**src/dda_pkg.sv**
```systemverilog
// Package for the DDA line rasterizer: default sizes, register indexes and the sequencer state type.
package dda_pkg;

   // Default coordinate and fraction widths
   localparam int DEF_COORD_BITS = 10;
   localparam int DEF_FRAC_BITS  = 16;

   // Fixed field widths
   localparam int COLOR_W    = 24;
   localparam int CSR_ADDR_W = 3;
   localparam int CSR_DATA_W = 24;
   localparam int REQ_DATA_W = 8;

   // Configuration register indexes
   localparam logic [CSR_ADDR_W-1:0] REG_FIRST_X     = 3'd0;
   localparam logic [CSR_ADDR_W-1:0] REG_FIRST_Y     = 3'd1;
   localparam logic [CSR_ADDR_W-1:0] REG_SECOND_X    = 3'd2;
   localparam logic [CSR_ADDR_W-1:0] REG_SECOND_Y    = 3'd3;
   localparam logic [CSR_ADDR_W-1:0] REG_SCREEN_ROWS = 3'd4;
   localparam logic [CSR_ADDR_W-1:0] REG_LINE_COLOR  = 3'd5;

   // Line setup sequencer
   typedef enum logic [1:0] {
      ST_IDLE,
      ST_DIV_X,
      ST_DIV_Y
   } state_type;

endpackage

```
**src/dda_div.sv**
```systemverilog
// Shared restoring divider: (dividend << FRAC_BITS) / divisor, one quotient bit per cycle.
module dda_div #(
   parameter int COORD_BITS = dda_pkg::DEF_COORD_BITS,
   parameter int FRAC_BITS  = dda_pkg::DEF_FRAC_BITS
) (
   input  logic                  clock,
   input  logic                  reset,
   input  logic                  start,
   input  logic [COORD_BITS-1:0] dividend,   // must not exceed divisor
   input  logic [COORD_BITS-1:0] divisor,
   output logic                  done,
   output logic [FRAC_BITS:0]    quotient
);
   import dda_pkg::*;

   localparam int CNT_W = $clog2(FRAC_BITS + 2);

   logic [COORD_BITS:0]   rem_ff, rem_in;
   logic [COORD_BITS-1:0] dvs_ff;
   logic [FRAC_BITS:0]    quo_ff;
   logic [CNT_W-1:0]      cnt_ff;
   logic                  done_ff;
   logic                  ge;
   logic [COORD_BITS:0]   diff;
   logic [COORD_BITS:0]   nrem;

   // Compare and subtract; the remainder stays below the divisor after each step
   always_comb begin
      ge     = rem_ff >= {1'b0, dvs_ff};
      diff   = rem_ff - {1'b0, dvs_ff};
      nrem   = ge ? diff : rem_ff;
      rem_in = {nrem[COORD_BITS-1:0], 1'b0};
   end

   // Step counter and finish pulse
   always_ff @(posedge clock) begin
      if (reset) begin
         cnt_ff  <= '0;
         done_ff <= 1'b0;
      end else begin
         done_ff <= (cnt_ff == CNT_W'(1));
         if (start) begin
            cnt_ff <= CNT_W'(FRAC_BITS + 1);
         end else if (cnt_ff != '0) begin
            cnt_ff <= cnt_ff - CNT_W'(1);
         end
      end
   end

   // Remainder and quotient shift registers
   always_ff @(posedge clock) begin
      if (start) begin
         rem_ff <= {1'b0, dividend};
         dvs_ff <= divisor;
         quo_ff <= '0;
      end else if (cnt_ff != '0) begin
         rem_ff <= rem_in;
         quo_ff <= {quo_ff[FRAC_BITS-1:0], ge};
      end
   end

   assign done     = done_ff;
   assign quotient = quo_ff;

endmodule

```
**src/dda_line_rasterizer_top.sv**
```systemverilog
// Top level of the DDA line rasterizer: config registers, setup sequencer, walker, output beat.
// Pull beat: registered at acceptance, out next cycle; one pull per cycle when idle and rsp taken.
// Restart beat: result registered at once, then the shared divider runs for the x axis and
// then the y axis before req_tready returns; a line with equal endpoints needs no division.
// Synchronous active-high reset clears control, positions, steps and registers (rows = 2^COORD_BITS).
module dda_line_rasterizer_top #(
   parameter int COORD_BITS = dda_pkg::DEF_COORD_BITS,
   parameter int FRAC_BITS  = dda_pkg::DEF_FRAC_BITS
) (
   input  logic                            clock,
   input  logic                            reset,
   // request channel
   input  logic                            req_tvalid,
   output logic                            req_tready,
   input  logic [dda_pkg::REQ_DATA_W-1:0]  req_tdata,   // [0] restart
   // result channel
   output logic                            rsp_tvalid,
   input  logic                            rsp_tready,
   output logic [((2*COORD_BITS+2+dda_pkg::COLOR_W+7)/8)*8-1:0] rsp_tdata,
                                           // pixel_x, pixel_row, pixel_color, zero pad
   output logic                            rsp_tlast,   // last_pixel
   output logic                            rsp_tuser,   // pixel_valid
   // configuration
   input  logic                            csr_we,
   input  logic [dda_pkg::CSR_ADDR_W-1:0]  csr_addr,
   input  logic [dda_pkg::CSR_DATA_W-1:0]  csr_wdata
);
   import dda_pkg::*;

   localparam int C      = COORD_BITS;
   localparam int F      = FRAC_BITS;
   localparam int POS_W  = C + F;
   localparam int STEP_W = F + 2;
   localparam int ROW_W  = C + 2;
   localparam int FLD_W  = C + ROW_W + COLOR_W;

   // Configuration registers
   logic [C-1:0]       first_x_ff, first_y_ff, second_x_ff, second_y_ff;
   logic [C:0]         rows_ff;
   logic [COLOR_W-1:0] color_ff;

   always_ff @(posedge clock) begin
      if (reset) begin
         first_x_ff  <= '0;
         first_y_ff  <= '0;
         second_x_ff <= '0;
         second_y_ff <= '0;
         rows_ff     <= (C+1)'(1) << C;
         color_ff    <= '0;
      end else if (csr_we) begin
         case (csr_addr)
            REG_FIRST_X:     first_x_ff  <= csr_wdata[C-1:0];
            REG_FIRST_Y:     first_y_ff  <= csr_wdata[C-1:0];
            REG_SECOND_X:    second_x_ff <= csr_wdata[C-1:0];
            REG_SECOND_Y:    second_y_ff <= csr_wdata[C-1:0];
            REG_SCREEN_ROWS: rows_ff     <= csr_wdata[C:0];
            REG_LINE_COLOR:  color_ff    <= csr_wdata[COLOR_W-1:0];
            default: ;
         endcase
      end
   end

   // Line state
   state_type          state_ff, state_in;
   logic [POS_W-1:0]   pos_x_ff, pos_y_ff;
   logic [STEP_W-1:0]  step_x_ff, step_y_ff;
   logic [C:0]         left_ff;
   logic [C-1:0]       mag_y_ff;
   logic               neg_x_ff, neg_y_ff;

   // Output register
   logic               rsp_valid_ff;
   logic [C-1:0]       out_x_ff;
   logic [ROW_W-1:0]   out_row_ff;
   logic [COLOR_W-1:0] out_color_ff;
   logic               out_pix_ff, out_last_ff;

   logic in_fire, restart, pull_ok;
   assign req_tready = (state_ff == ST_IDLE) && (!rsp_valid_ff || rsp_tready);
   assign in_fire    = req_tvalid && req_tready;
   assign restart    = req_tdata[0];
   assign pull_ok    = (left_ff != '0);

   // Endpoint order and deltas (walk starts at the endpoint with the greater x, the second one on a tie)
   logic [C-1:0] sx, sy, tx, ty, mag_x, mag_y, n_pix;
   logic [C:0]   dx, dy;
   logic         neg_x, neg_y;

   always_comb begin
      if (second_x_ff >= first_x_ff) begin
         sx = second_x_ff; sy = second_y_ff; tx = first_x_ff;  ty = first_y_ff;
      end else begin
         sx = first_x_ff;  sy = first_y_ff;  tx = second_x_ff; ty = second_y_ff;
      end
      dx    = {1'b0, tx} - {1'b0, sx};
      dy    = {1'b0, ty} - {1'b0, sy};
      neg_x = dx[C];
      neg_y = dy[C];
      mag_x = neg_x ? C'(-dx) : dx[C-1:0];
      mag_y = neg_y ? C'(-dy) : dy[C-1:0];
      n_pix = (mag_x >= mag_y) ? mag_x : mag_y;
   end

   // Sequencer: next state and control
   logic load_line, load_sx, load_sy, div_start, div_sel_y, div_done;

   always_comb begin
      state_in  = state_ff;
      load_line = 1'b0;
      load_sx   = 1'b0;
      load_sy   = 1'b0;
      div_start = 1'b0;
      div_sel_y = 1'b0;
      case (state_ff)
         ST_IDLE: begin
            if (in_fire && restart) begin
               load_line = 1'b1;
               if (n_pix != '0) begin
                  div_start = 1'b1;
                  state_in  = ST_DIV_X;
               end
            end
         end
         ST_DIV_X: begin
            if (div_done) begin
               load_sx   = 1'b1;
               div_start = 1'b1;
               div_sel_y = 1'b1;
               state_in  = ST_DIV_Y;
            end
         end
         ST_DIV_Y: begin
            if (div_done) begin
               load_sy  = 1'b1;
               state_in = ST_IDLE;
            end
         end
         default: state_in = ST_IDLE;
      endcase
   end

   always_ff @(posedge clock) begin
      if (reset) begin
         state_ff <= ST_IDLE;
      end else begin
         state_ff <= state_in;
      end
   end

   // Shared divider
   logic [C-1:0] div_dividend, div_divisor;
   logic [F:0]   div_q;
   logic         div_neg;
   logic [STEP_W-1:0] step_mag, step_in;

   assign div_dividend = div_sel_y ? mag_y_ff : mag_x;
   assign div_divisor  = div_sel_y ? left_ff[C-1:0] : n_pix;

   dda_div #(
      .COORD_BITS (COORD_BITS),
      .FRAC_BITS  (FRAC_BITS)
   ) u_div (
      .clock    (clock),
      .reset    (reset),
      .start    (div_start),
      .dividend (div_dividend),
      .divisor  (div_divisor),
      .done     (div_done),
      .quotient (div_q)
   );

   // Truncated quotient takes the sign of the delta
   assign div_neg  = load_sx ? neg_x_ff : neg_y_ff;
   assign step_mag = {1'b0, div_q};
   assign step_in  = div_neg ? -step_mag : step_mag;

   // Walk: next pixel position
   logic [POS_W-1:0] pos_x_in, pos_y_in;
   assign pos_x_in = pos_x_ff + {{(C-2){step_x_ff[STEP_W-1]}}, step_x_ff};
   assign pos_y_in = pos_y_ff + {{(C-2){step_y_ff[STEP_W-1]}}, step_y_ff};

   always_ff @(posedge clock) begin
      if (reset) begin
         pos_x_ff  <= '0;
         pos_y_ff  <= '0;
         step_x_ff <= '0;
         step_y_ff <= '0;
         left_ff   <= '0;
      end else if (load_line) begin
         pos_x_ff  <= {sx, {F{1'b0}}};
         pos_y_ff  <= {sy, {F{1'b0}}};
         step_x_ff <= '0;
         step_y_ff <= '0;
         left_ff   <= {1'b0, n_pix};
      end else begin
         if (load_sx) begin
            step_x_ff <= step_in;
         end
         if (load_sy) begin
            step_y_ff <= step_in;
         end
         if (in_fire && !restart && pull_ok) begin
            pos_x_ff <= pos_x_in;
            pos_y_ff <= pos_y_in;
            left_ff  <= left_ff - (C+1)'(1);
         end
      end
   end

   // Setup operands kept for the second division and the step signs
   always_ff @(posedge clock) begin
      if (load_line) begin
         mag_y_ff <= mag_y;
         neg_x_ff <= neg_x;
         neg_y_ff <= neg_y;
      end
   end

   // Row: floor(rows - y), arithmetic shift of the fixed-point difference
   logic [POS_W+1:0] row_full;
   assign row_full = {1'b0, rows_ff, {F{1'b0}}} - {2'b00, pos_y_ff};

   // Output beat register
   logic emit;
   assign emit = in_fire && !restart && pull_ok;

   always_ff @(posedge clock) begin
      if (reset) begin
         rsp_valid_ff <= 1'b0;
      end else if (in_fire) begin
         rsp_valid_ff <= 1'b1;
      end else if (rsp_tready) begin
         rsp_valid_ff <= 1'b0;
      end
   end

   always_ff @(posedge clock) begin
      if (in_fire) begin
         out_x_ff     <= emit ? pos_x_ff[POS_W-1:F] : '0;
         out_row_ff   <= emit ? row_full[POS_W+1:F] : '0;
         out_color_ff <= emit ? color_ff : '0;
         out_pix_ff   <= emit;
         out_last_ff  <= emit && (left_ff == (C+1)'(1));
      end
   end

   always_comb begin
      rsp_tdata            = '0;
      rsp_tdata[FLD_W-1:0] = {out_color_ff, out_row_ff, out_x_ff};
   end
   assign rsp_tvalid = rsp_valid_ff;
   assign rsp_tlast  = out_last_ff;
   assign rsp_tuser  = out_pix_ff;

`ifndef SYNTHESIS
   // The divider finishes only while the sequencer waits on it
   a_div_done_in_setup: assert property (@(posedge clock) disable iff (reset)
      div_done |-> (state_ff == ST_DIV_X || state_ff == ST_DIV_Y))
      else $error("divider finished outside line setup");

   // A restart with a nonempty line blocks the request side next cycle
   a_restart_blocks: assert property (@(posedge clock) disable iff (reset)
      (in_fire && restart && n_pix != '0) |=> !req_tready)
      else $error("request accepted during line setup");

   // A beat without a pixel carries all-zero data
   a_empty_beat_zero: assert property (@(posedge clock) disable iff (reset)
      (rsp_valid_ff && !out_pix_ff) |-> (rsp_tdata == '0 && !out_last_ff))
      else $error("empty beat carries data");

   // Last pixel leaves the line exhausted
   a_last_drains: assert property (@(posedge clock) disable iff (reset)
      (in_fire && emit && left_ff == (C+1)'(1)) |=> (left_ff == '0))
      else $error("pixel count not drained after last pixel");
`endif

endmodule
```
**config.mk**
```make
export PLATFORM = sky130hd
export DESIGN_NAME = dda_line_rasterizer_top
export DESIGN_NICKNAME = d
export VERILOG_FILES = /design/src/dda_pkg.sv /design/src/dda_div.sv /design/src/dda_line_rasterizer_top.sv
export SDC_FILE = /design/constraint.sdc
export NUM_CORES = 1
export LEC_CHECK = 0
export BUFFER_PORTS_ARGS = -buffer_cell sky130_fd_sc_hd__buf_4
export CAP_MARGIN = 5
export CELL_PAD_IN_SITES_DETAIL_PLACEMENT = 1
export CELL_PAD_IN_SITES_GLOBAL_PLACEMENT = 2
export CORE_MARGIN = 8
export CORE_UTILIZATION = 34
export CTS_CLUSTER_SIZE = 8
export DETAILED_ROUTE_END_ITERATION = 12
export GPL_ROUTABILITY_DRIVEN = 0
export HOLD_SLACK_MARGIN = 0.15
export PLACE_DENSITY_LB_ADDON = 0.1
export SYNTH_ARGS = -nofsm -noshare
export SYNTH_HDL_FRONTEND = slang
export SYNTH_SLANG_ARGS = --single-unit
```
**constraint.sdc**
```tcl
create_clock -name clock -period 7.34 [get_ports clock]
set_input_delay 1.101 -clock clock [delete_from_list [all_inputs] [get_ports clock]]
set_output_delay 1.101 -clock clock [all_outputs]
set_load 0.05 [all_outputs]
```
==> metrics.cfg, run 1 <==
[outcome]
status = finished, final reports clean

[layout]
final_cell_mix = nand2_1, a21oi_1, dfxtp_1
drive_above_1_share = 0.115
syn2layout_area_growth_pct = 17.1
final_area_um2 = 19600
nets = 2277
seqCellArea_um2 = 6430
num_antenna_cells = 0
final_common_cell = nand2_1
utilization = 0.402
multiInputGateArea_um2 = 9600
nFillCells = 5835

[setup_path]
critPathKind = reg2reg
critPathRequiredTime_ns = 7.64
startpoint = first_x_ff[2]
max_stage_delay_ns = 0.35
path_max_fanout = 9
cp-start-kind = register
regToRegStartpoint = first_x_ff[2]
cp.arrival_ns = 7.25
cp-end-kind = register
cp_slowest_cell = ha_1

[routing]
viasPerCell = 5.26
avgRoutedWirePerCell_um = 18.6
dr.first_iter.drc_count = 524
route.detailed.drc = 0
num_vias = 14900
routed_wl_um = 52700
drtAntennaViolNets = 0
firstDrtPassIters = 4

[floorplan]
initial_utilization = 0.343
die_y_um = 238
die_area_um2 = 56500
pin_count = 92
fp-row-count = 81
coreArea_um2 = 48700
die_x_um = 238

[global_routing]
grt_pass1_wl_um = 84800
antenna_found_initial = 0
track_usage = 0.185
overflow = 0
grt_max_degree = 92
grt_pass1_vias = 15400

[synthesis]
synthArstFlopShare = 0
synth_area_um2 = 16700
synth_cell_types = 94
synth_edf_count = 80
seq_area_frac_synth = 0.384
syn_inst = 2050
synth_area_per_cell_um2 = 8.16
ys.flop_type = dfxtp_1
synth-seq-cells = 281
yosysWarnings = 0

[power_and_ir_drop]
net-switching-power_uw = 2550
p_int_uw = 3890
clkPwrFrac = 0.283
pwr-share-seq = 0.313
switching_share = 0.396
ir_drop_uv = 152
leakage_uw = 0.00769
power.density_nw_per_um2 = 329
combPwrFrac = 0.404

[cts]
cts_buffer_depth = 3
clockRootBuffer = clkbuf_16
insertion_delay_ns = 0.56
clock_sinks = 281
cts_buffers = 42
cts_tree = done
cts.htree.levels = 2
clkSlewWorstSetupHoldPaths_ns = 0.06

[timing]
worst_slew_pin_slew_ns = 1.06
fmax_mhz = 144
relSlewSlack = 0.295
period_needed_ns = 6.94
period_share = 0.946
setup_viol = 0
skew_ns = 0.0264
finalHoldViolations = 0
fin_tns_setup_ns = 0
slew_viol_final = 0

[worst_hold_path]
min-delay-start = color_ff[15]
hp-class = reg2reg

[place]
io_buffers = 82
place_area_um2 = 18300
hpwl_um = 38400

[run]
drv_cap = 0

[Yosys cell counts, types with 12 or more instances]
cell type / instances / area, um2
dfxtp_1: 201 / 4020
inv_1: 96 / 360
o22ai_1: 18 / 113
o21ai_0: 53 / 265
a21oi_1: 252 / 1260
ha_1: 101 / 1260
and3_1: 12 / 75.1
nand3_1: 30 / 150
xor2_1: 38 / 333
nor3_1: 25 / 125
clkbuf_1: 82 / 308
nor2b_1: 26 / 163
nor4_1: 19 / 119
mux2i_1: 20 / 200
xnor2_1: 66 / 578
nor2_1: 139 / 522
a31oi_1: 33 / 206
or3_1: 14 / 87.6
a21o_1: 23 / 173
and2_1: 46 / 288
nand2_1: 390 / 1460
nand2b_1: 31 / 194
edfxtp_1: 80 / 2400
a211oi_1: 44 / 330
[power by group through the flow]
| stage | combinational (uW) | sequential (uW) | clock, uW |
|---|---|---|---|
| floorplan | 1700 | 2120 | 0 |
| global placement | 2570 | 2040 | 0 |
| detailed placement | 2600 | 2050 | 0 |
| CTS | 2630 | 2020 | 1890 |
| global route | 2910 | 2040 | 1940 |
| finish | 2600 | 2020 | 1830 |
[what timing repair did]
item,CTS,global route
hold endpoints to repair,0,0
pin swaps,1,3
resized for setup,0,12
setup buffers,1,1
cloned,0,0
endpoints found under the setup margin,40,54
hold buffers,0,0
[critical path: cells and delay by family, from the launching register on]
family	cells	cell delay, ns
AO/OA/AOI/OAI	16	2.90
XOR/XNOR	1	0.20
adder cells (fa/ha/maj)	3	0.83
buffers and inverters	7	0.98
flip-flops	1	0.34
multiplexers	1	0.19
AND/OR/NAND/NOR	9	1.24
[flip-flops by register name, summed over array words and instances (netlist names), 2 cells and up]
| name | cells |
|---|---|
| pos_y_ff | 26 |
| second_y_ff | 10 |
| first_x_ff | 10 |
| color_ff | 24 |
| out_row_ff | 12 |
| u_div.rem_ff | 11 |
| step_y_ff | 18 |
| u_div.quotient | 17 |
| out_color_ff | 24 |
| left_ff | 11 |
| mag_y_ff | 10 |
| u_div.dvs_ff | 10 |
| state_ff | 2 |
| u_div.cnt_ff | 5 |
| first_y_ff | 10 |
| step_x_ff | 18 |
| rows_ff | 11 |
| second_x_ff | 10 |
| pos_x_ff | 26 |
| out_x_ff | 10 |
[kinds of logic (layout without fill, tap and decap cells)]
| logic type | Yosys count | in the layout | synth area share |
|---|---|---|---|
| other | 1 | 2 | 0.000224 |
| buffers and inverters | 206 | 315 | 0.0480 |
| DFF | 281 | 281 | 0.384 |
| adders and majority gates | 106 | 106 | 0.0804 |
| xor gates and xnor gates | 104 | 104 | 0.0545 |
| muxes | 24 | 24 | 0.0148 |
| AOI/OAI and AO/OA | 543 | 543 | 0.202 |
| and+or+nand+nor | 785 | 785 | 0.215 |
[final timing paths]
| path | end | cells past startpoint | slack, ns |
|---|---|---|---|
| setup / recovery | u_div.rem_ff[3] | 37 | 0.40 |
| hold / removal | color_ff[15] | 2 | 0.45 |
| setup reg to reg | u_div.rem_ff[3] | 37 | 0.40 |
| hold reg to reg | color_ff[15] | 2 | 0.45 |
[metal layers]
layer | up-vias | global-route usage | wire, um | share of wire
li1 | 7353 | - | - | -
met5 | - | 0 | 0 | 0
met1 | 7250 | 0.234 | 24400 | 0.46
met2 | 182 | 0.320 | 25400 | 0.48
met3 | 74 | 0.0325 | 1800 | 0.034
met4 | 0 | 0.0522 | 1100 | 0.021
[final cells by class]
class / count / area share
Clock inverter: 4 / 0.00211
Tap cell: 664 / 0.0424
Sequential cell: 281 / 0.328
Clock buffer: 67 / 0.0606
Timing Repair Buffer: 140 / 0.0563
Multi-Input combinational cell: 1564 / 0.490
Inverter: 104 / 0.0200
[through the flow]
step	worst slack [ns]	hold WS [ns]	total power, uW	instances
after detailed placement	-0.122	0.444	4650	2751
final	0.396	0.446	6440	2824
after floorplan	0.00539	0.432	3820	2051
after global placement	0.141	0.438	4610	2751
after global routing	-0.0194	0.473	6900	2824
after CTS	0.0603	0.451	6530	2823
(Power assumes the default switching activity.)
==> run 2: changes to the inputs <==
--- a/config.mk
+++ b/config.mk
@@ -14,7 +14,9 @@
 export CTS_CLUSTER_SIZE = 8
 export DETAILED_ROUTE_END_ITERATION = 12
 export GPL_ROUTABILITY_DRIVEN = 0
+export GPL_TIMING_DRIVEN = 0
 export HOLD_SLACK_MARGIN = 0.15
+export MAX_ROUTING_LAYER = met4
 export PLACE_DENSITY_LB_ADDON = 0.1
 export SYNTH_ARGS = -nofsm -noshare
 export SYNTH_HDL_FRONTEND = slang
==> run 2 against run 1 <==
Compared with the run above:
- first-iteration DRC count up 80%
- global-route usage rose by 2.5 points
- critical path depth up 3
- cell area grew 1.9%
- core utilization grew 0.78 points
- clock skew decreased by 0.010 ns
- highest routed layer unchanged
==> metrics.cfg, run 2 (synthesis gave the netlist of run 1 again) <==
[layout]
multiInputGateArea_um2 = 9810  ; +2.2%
final_common_cell = nand2_1
syn2layout_area_growth_pct = 19.3
nFillCells = 5838  ; +0.051%
largest_registers = pos_x_ff (26), pos_y_ff (26)
final_cell_mix = nand2_1, a21oi_1, dfxtp_1
seqCellArea_um2 = 6440  ; +0.18%
nets = 2349  ; +3.2%
fin_cells = 2893  ; +2.4%
utilization = 0.409  ; +0.00775
drive_above_1_share = 0.123  ; +0.00772

[setup_path]
cp-end-kind = register
cpLargestDelayFamily = compound AO/OA/AOI/OAI gates
cp.arrival_ns = 7.33  ; +0.08 ns
cp_common_cell = nand2_1
regToRegStartpoint = first_x_ff[2]
r2r_cells = 40  ; +8.1%
max_stage_delay_ns = 0.37  ; +0.02 ns
critPathKind = reg2reg
cp_num_buf_inv = 8  ; +1
r2r_slack_ns = 0.30  ; -0.10 ns
cp-start-kind = register
r2r-end = u_div.rem_ff[5]
path_max_fanout = 10  ; +1
cp_slowest_cell = dfxtp_4
critPathRequiredTime_ns = 7.63  ; about the same

[timing]
slew_viol_final = 0  ; unchanged
fmax_mhz = 142  ; -1.4%
skew_ns = 0.0162  ; -0.0102 ns
whs_ns = 0.447  ; +0.000579 ns
worst_slew_pin_slew_ns = 1.08  ; +0.0213 ns
period_share = 0.959  ; +0.0132
period_needed_ns = 7.04  ; +0.0972 ns
finalHoldViolations = 0  ; unchanged
setup_viol = 0  ; unchanged
relSlewSlack = 0.281  ; -0.0142

[worst_hold_path]
min_path_cells = 2  ; unchanged
whs_endpoint = color_ff[14]
hp-class = reg2reg
min-delay-start = color_ff[14]

[floorplan]
die_x_um = 238  ; unchanged
die_area_um2 = 56500  ; unchanged
fp-row-count = 81  ; unchanged
die_y_um = 238  ; unchanged
coreArea_um2 = 48700  ; unchanged
pin_count = 92  ; unchanged
initial_utilization = 0.343  ; unchanged

[routing]
viasPerCell = 5.31  ; +0.87%
dr.first_iter.drc_count = 943  ; +80%
firstDrtPassIters = 7  ; +3
route.detailed.drc = 0  ; unchanged
avgRoutedWirePerCell_um = 20.3  ; +8.7%
num_vias = 15400  ; +3.3%
drtAntennaViolNets = 0  ; unchanged
routed_wl_um = 58700  ; +11%

[place]
dp.cells = 2795  ; +1.6%
io_buffers = 79  ; -3.7%
hpwl_um = 44600  ; +16%

[power_and_ir_drop]
leakage_uw = 0.00774  ; +0.61%
ir_drop_uv = 144  ; -5.0%
power.density_nw_per_um2 = 333  ; +1.1%

[cts]
cts_buffers = 41  ; -2.4%
cts_buffer_depth = 3  ; unchanged
cts.htree.levels = 2  ; unchanged
insertion_delay_ns = 0.55  ; about the same
cts_tree = done
clock_sinks = 281  ; unchanged
clkSlewWorstSetupHoldPaths_ns = 0.06  ; about the same
clockRootBuffer = clkbuf_16

[run]
drv_cap = 0  ; unchanged

[global_routing]
grt_max_degree = 35  ; -62%
antenna_found_initial = 0  ; unchanged
overflow = 0  ; unchanged
track_usage = 0.210  ; +0.0254
grt_pass1_wl_um = 91400  ; +7.8%
grt_pass1_vias = 15800  ; +2.6%

[outcome]
status = finished, final reports clean

run 2: changes by cell type in the layout (fill, tap and decap cells not counted), sizes merged:
cell    delta
buf        -9
clkbuf    +78
clkinv     -4
diode      +1
inv        +2
nand3      +1
run 2: worst max path at each step:
stage,start,endpoint,slack [ns],cells after the start
after floorplan,first_x_ff[2],u_div.rem_ff[0],0.005,39
after global placement,first_x_ff[2],u_div.rem_ff[5],-2.28,39
after detailed placement,first_x_ff[2],u_div.rem_ff[5],-2.42,39
after CTS,first_x_ff[2],u_div.rem_ff[5],0.01,41
after global routing,first_x_ff[2],u_div.rem_ff[5],-0.06,39
final,first_x_ff[2],u_div.rem_ff[5],0.30,40
run 2: power by group:
group | total [uW] | switching [uW] | internal [uW] | leakage [uW]
logic | 2870 | 1870 | 1000 | 0.00476
clock network | 1760 | 712 | 1050 | 0.000553
registers | 2020 | 151 | 1870 | 0.00242
run 2: area by class of cell:
type                       count  area share
antenna                        1    0.000125
buffer                       101      0.0236
clock buffer                  64      0.0568
clock inverter                 2    0.000878
inverter                     104      0.0199
multi-input combinational   1565       0.492
sequential                   281       0.323
tap                          664      0.0416
timing repair buffer         111      0.0426
run 2: worst register-to-register path: cells and delay by family (launching register included):
family,cells,cell delay (ns)
AO/OA/AOI/OAI,15,2.57
AND/OR/NAND/NOR,12,1.66
flip-flops,1,0.37
XOR/XNOR,1,0.23
adder cells (fa/ha/maj),3,0.78
multiplexers,1,0.18
buffers and inverters,8,1.02
run 2: per-stage QoR:
stage	setup WS [ns]	area [um2]	TNS (ns)	total power, uW
after floorplan	0.00539	16700	0	3820
after global placement	-2.28	18200	-120.14	4620
after detailed placement	-2.42	18200	-129.82	4680
after CTS	0.0114	19700	0	6620
after global routing	-0.0566	19900	-0.319	7090
final	0.299	20000	0	6640
run 2: what timing repair did:
item,4_1_cts,5_1_grt
buffers inserted,14,17
gates resized for setup,51,42
hold buffers,0,0
setup endpoints to repair,74,56
cloned,1,0
pin swaps,9,17
run 2: routing by layer:
metal | vias to the layer above | GRT usage | share of wire
met5 | - | - | 0
li1 | 7496 | - | -
met3 | 91 | 0.0381 | 0.045
met1 | 7492 | 0.267 | 0.46
met2 | 275 | 0.341 | 0.47
met4 | 0 | 0.0575 | 0.024
==> run 3: changes to the inputs <==
--- a/config.mk
+++ b/config.mk
@@ -16,8 +16,8 @@
 export GPL_ROUTABILITY_DRIVEN = 0
 export GPL_TIMING_DRIVEN = 0
 export HOLD_SLACK_MARGIN = 0.15
-export MAX_ROUTING_LAYER = met4
 export PLACE_DENSITY_LB_ADDON = 0.1
 export SYNTH_ARGS = -nofsm -noshare
 export SYNTH_HDL_FRONTEND = slang
+export SYNTH_HIERARCHICAL = 1
 export SYNTH_SLANG_ARGS = --single-unit
==> run 3 against run 2 <==
Compared with the run above:
- synthesized cell count increased by 2.5%
- power increased by 8.8%
- critical path depth decreased by 4
- combinational power increased by 18%
- non-clock buffer count increased by 29
- wire length increased by 4.9%
- final cell count increased by 3.2%
- global-route usage decreased by 0.67 points
- highest routed layer is now met5
==> metrics.cfg, run 3 <==
[cts]
insertion_delay_ns = 0.58  ; +0.03 ns
clockRootBuffer = clkbuf_16
cts.hold.buffers_added = 0  ; unchanged
cts_buffers = 41  ; unchanged
clock_sinks = 281  ; unchanged
clkSlewWorstSetupHoldPaths_ns = 0.07  ; about the same
cts_buffer_depth = 3  ; unchanged
cts_tree = done
cts.htree.levels = 2  ; unchanged

[timing]
skew_ns = 0.0383  ; +0.0221 ns
period_needed_ns = 7.09  ; +0.0480 ns
relSlewSlack = 0.222  ; -0.0593
timing.final.ws_setup_ns = 0.251  ; -0.0480 ns
finalHoldViolations = 0  ; unchanged
period_share = 0.966  ; +0.00654
worst_slew_pin_slew_ns = 1.17  ; +0.0890 ns
whs_ns = 0.447  ; -0.000101 ns
fmax_mhz = 141  ; -0.68%
setup_viol = 0  ; unchanged
slew_viol_final = 0  ; unchanged

[floorplan]
die_area_um2 = 58600  ; +3.7%
fp-row-count = 83  ; +2.5%
coreArea_um2 = 50900  ; +4.4%
initial_utilization = 0.342  ; -0.00138
pin_count = 92  ; unchanged
die_y_um = 242  ; +1.8%
die_x_um = 242  ; +1.8%

[power_and_ir_drop]
ir_drop_uv = 184  ; +28%
clkPwrFrac = 0.250  ; -0.015
switching_share = 0.405  ; -0.00557
pwr-share-seq = 0.280  ; -0.024
net-switching-power_uw = 2930  ; +7.3%
p_int_uw = 4300  ; +9.8%
combPwrFrac = 0.470  ; +0.038
leakage_uw = 0.00798  ; +3.2%
power.density_nw_per_um2 = 344  ; +3.4%

[synthesis]
synth_cell_types = 112  ; +19%
synthArstFlopShare = 0  ; unchanged
synth_area_per_cell_um2 = 8.27  ; +1.4%
synth-seq-cells = 281  ; unchanged
yosys-top-cells-count = nand2_1, a21oi_1, dfxtp_1
synth_area_um2 = 17400  ; +4.0%
syn_inst = 2101  ; +2.5%
synth_top_cell_area_share = 0.231  ; -0.00918
yosys.area.top_type = dfxtp_1
ys.flop_type = dfxtp_1
synth.most_common_cell = nand2_1
synthTopCellsByArea = dfxtp_1, edfxtp_1, nand2_1
seq_area_frac_synth = 0.370  ; -0.0147
synth_edf_count = 80  ; unchanged
yosysWarnings = 6  ; +6

[worst_hold_path]
hp-class = reg2reg
min-delay-start = color_ff[6]

[global_routing]
antenna_found_initial = 2  ; +2
grt_pass1_vias = 16400  ; +3.7%
track_usage = 0.204  ; -0.00673
grt_pass1_wl_um = 95300  ; +4.2%
overflow = 0  ; unchanged
grt_max_degree = 53  ; +51%

[layout]
syn2layout_area_growth_pct = 20.8
nets = 2423  ; +3.2%
final_cell_mix = nand2_1, a21oi_1, dfxtp_1
drive_above_1_share = 0.146  ; +0.0237
final_common_cell = nand2_1
nFillCells = 6035  ; +3.4%
largest_registers = pos_x_ff (26), pos_y_ff (26)

[setup_path]
cp-start-kind = register
cp_slowest_cell = dfxtp_4
cp-end-kind = register
cp_common_cell = buf_6
path_max_fanout = 10  ; unchanged
regToRegStartpoint = first_x_ff[7]
critPathKind = reg2reg
max_stage_delay_ns = 0.39  ; +0.02 ns
cp.arrival_ns = 7.41  ; +0.08 ns
critPathRequiredTime_ns = 7.66  ; +0.03 ns
startpoint = first_x_ff[7]

[routing]
route.detailed.drc = 0  ; unchanged
routed_wl_um = 61500  ; +4.9%
num_vias = 15900  ; +3.4%
firstDrtPassIters = 7  ; unchanged
drtAntennaViolNets = 0  ; unchanged
avgRoutedWirePerCell_um = 20.6  ; +1.6%
viasPerCell = 5.32  ; +0.17%
dr.first_iter.drc_count = 783  ; -17%

[place]
hpwl_um = 46500  ; +4.3%
place_ws_ns = -2.11  ; +0.311 ns
io_buffers = 82  ; +3.8%

[outcome]
status = finished, final reports clean

[run]
drv_cap = 0  ; unchanged

run 3: path summary, 6_finish.rpt:
kind / endpoint / slack [ns] / cells past startpoint
max reg2reg: u_div/rem_ff[6] / 0.25 / 36
min reg2reg: color_ff[6] / 0.45 / 2
min: color_ff[6] / 0.45 / 2
max: u_div/rem_ff[6] / 0.25 / 36
run 3: cell families after synthesis:
kind of cell	after synthesis	share of synthesized area
XOR/XNOR	106	0.0543
other	1	0.000216
AND/OR/NAND/NOR	814	0.220
adder cells (fa/ha/maj)	105	0.0766
multiplexers	32	0.0203
buffers and inverters	202	0.0481
flip-flops	281	0.370
AO/OA/AOI/OAI	560	0.211
run 3: routing by layer:
metal / up-vias / share of wire / global-route usage / routed length (um)
li1: 7785 / - / - / -
met1: 7744 / 0.45 / 0.260 / 27900
met2: 227 / 0.48 / 0.350 / 29700
met3: 111 / 0.030 / 0.0298 / 1820
met4: 2 / 0.032 / 0.0651 / 2000
met5: - / 0.00021 / 0 / 13
run 3: final cells by class:
type	instances	area, um2	area share
well taps	680	851	0.0405
diodes	1	2.50	0.000119
repair buffers	136	1030	0.0491
flip-flops and latches	281	6450	0.307
clock inverters	4	85.1	0.00405
inverters	96	360	0.0172
clock buffers	63	1120	0.0533
multi-input cells	1619	10500	0.500
plain buffers	105	607	0.0289
run 3: critical path, delay by kind of cell, from the launching register on:
kind / cells / cell delay [ns]
buffers and inverters: 11 / 1.53
AO/OA/AOI/OAI: 17 / 3.43
adder cells (fa/ha/maj): 3 / 0.74
flip-flops: 1 / 0.39
AND/OR/NAND/NOR: 4 / 0.41
multiplexers: 1 / 0.31
run 3: power by group through the flow:
stage	registers, uW	clock network, uW	logic [uW]
4_1_cts	2030	1870	3230
3_3_place_gp	2050	0	2840
2_1_floorplan	2130	0	1950
5_1_grt	2050	1930	3680
6_report	2030	1810	3400
3_5_place_dp	2060	0	2900
run 3: metrics by stage:
step / total power [uW] / utilization / setup TNS (ns) / area, um2 / cells
final: 7230 / 0.413 / 0 / 21000 / 2985
after global routing: 7660 / 0.413 / -0.231 / 21000 / 2984
after CTS: 7120 / 0.406 / 0 / 20600 / 2950
after detailed placement: 4960 / 0.372 / -101.30 / 18900 / 2865
after global placement: 4900 / 0.372 / -99.12 / 18900 / 2864
after floorplan: 4080 / - / 0 / 17500 / 2102
run 3: repair_timing:
action / 4_1_cts / 5_1_grt
pin swaps: 18 / 28
setup buffers: 19 / 33
endpoints found under the setup margin: 74 / 43
resized for setup: 77 / 28
gates cloned: 0 / 1
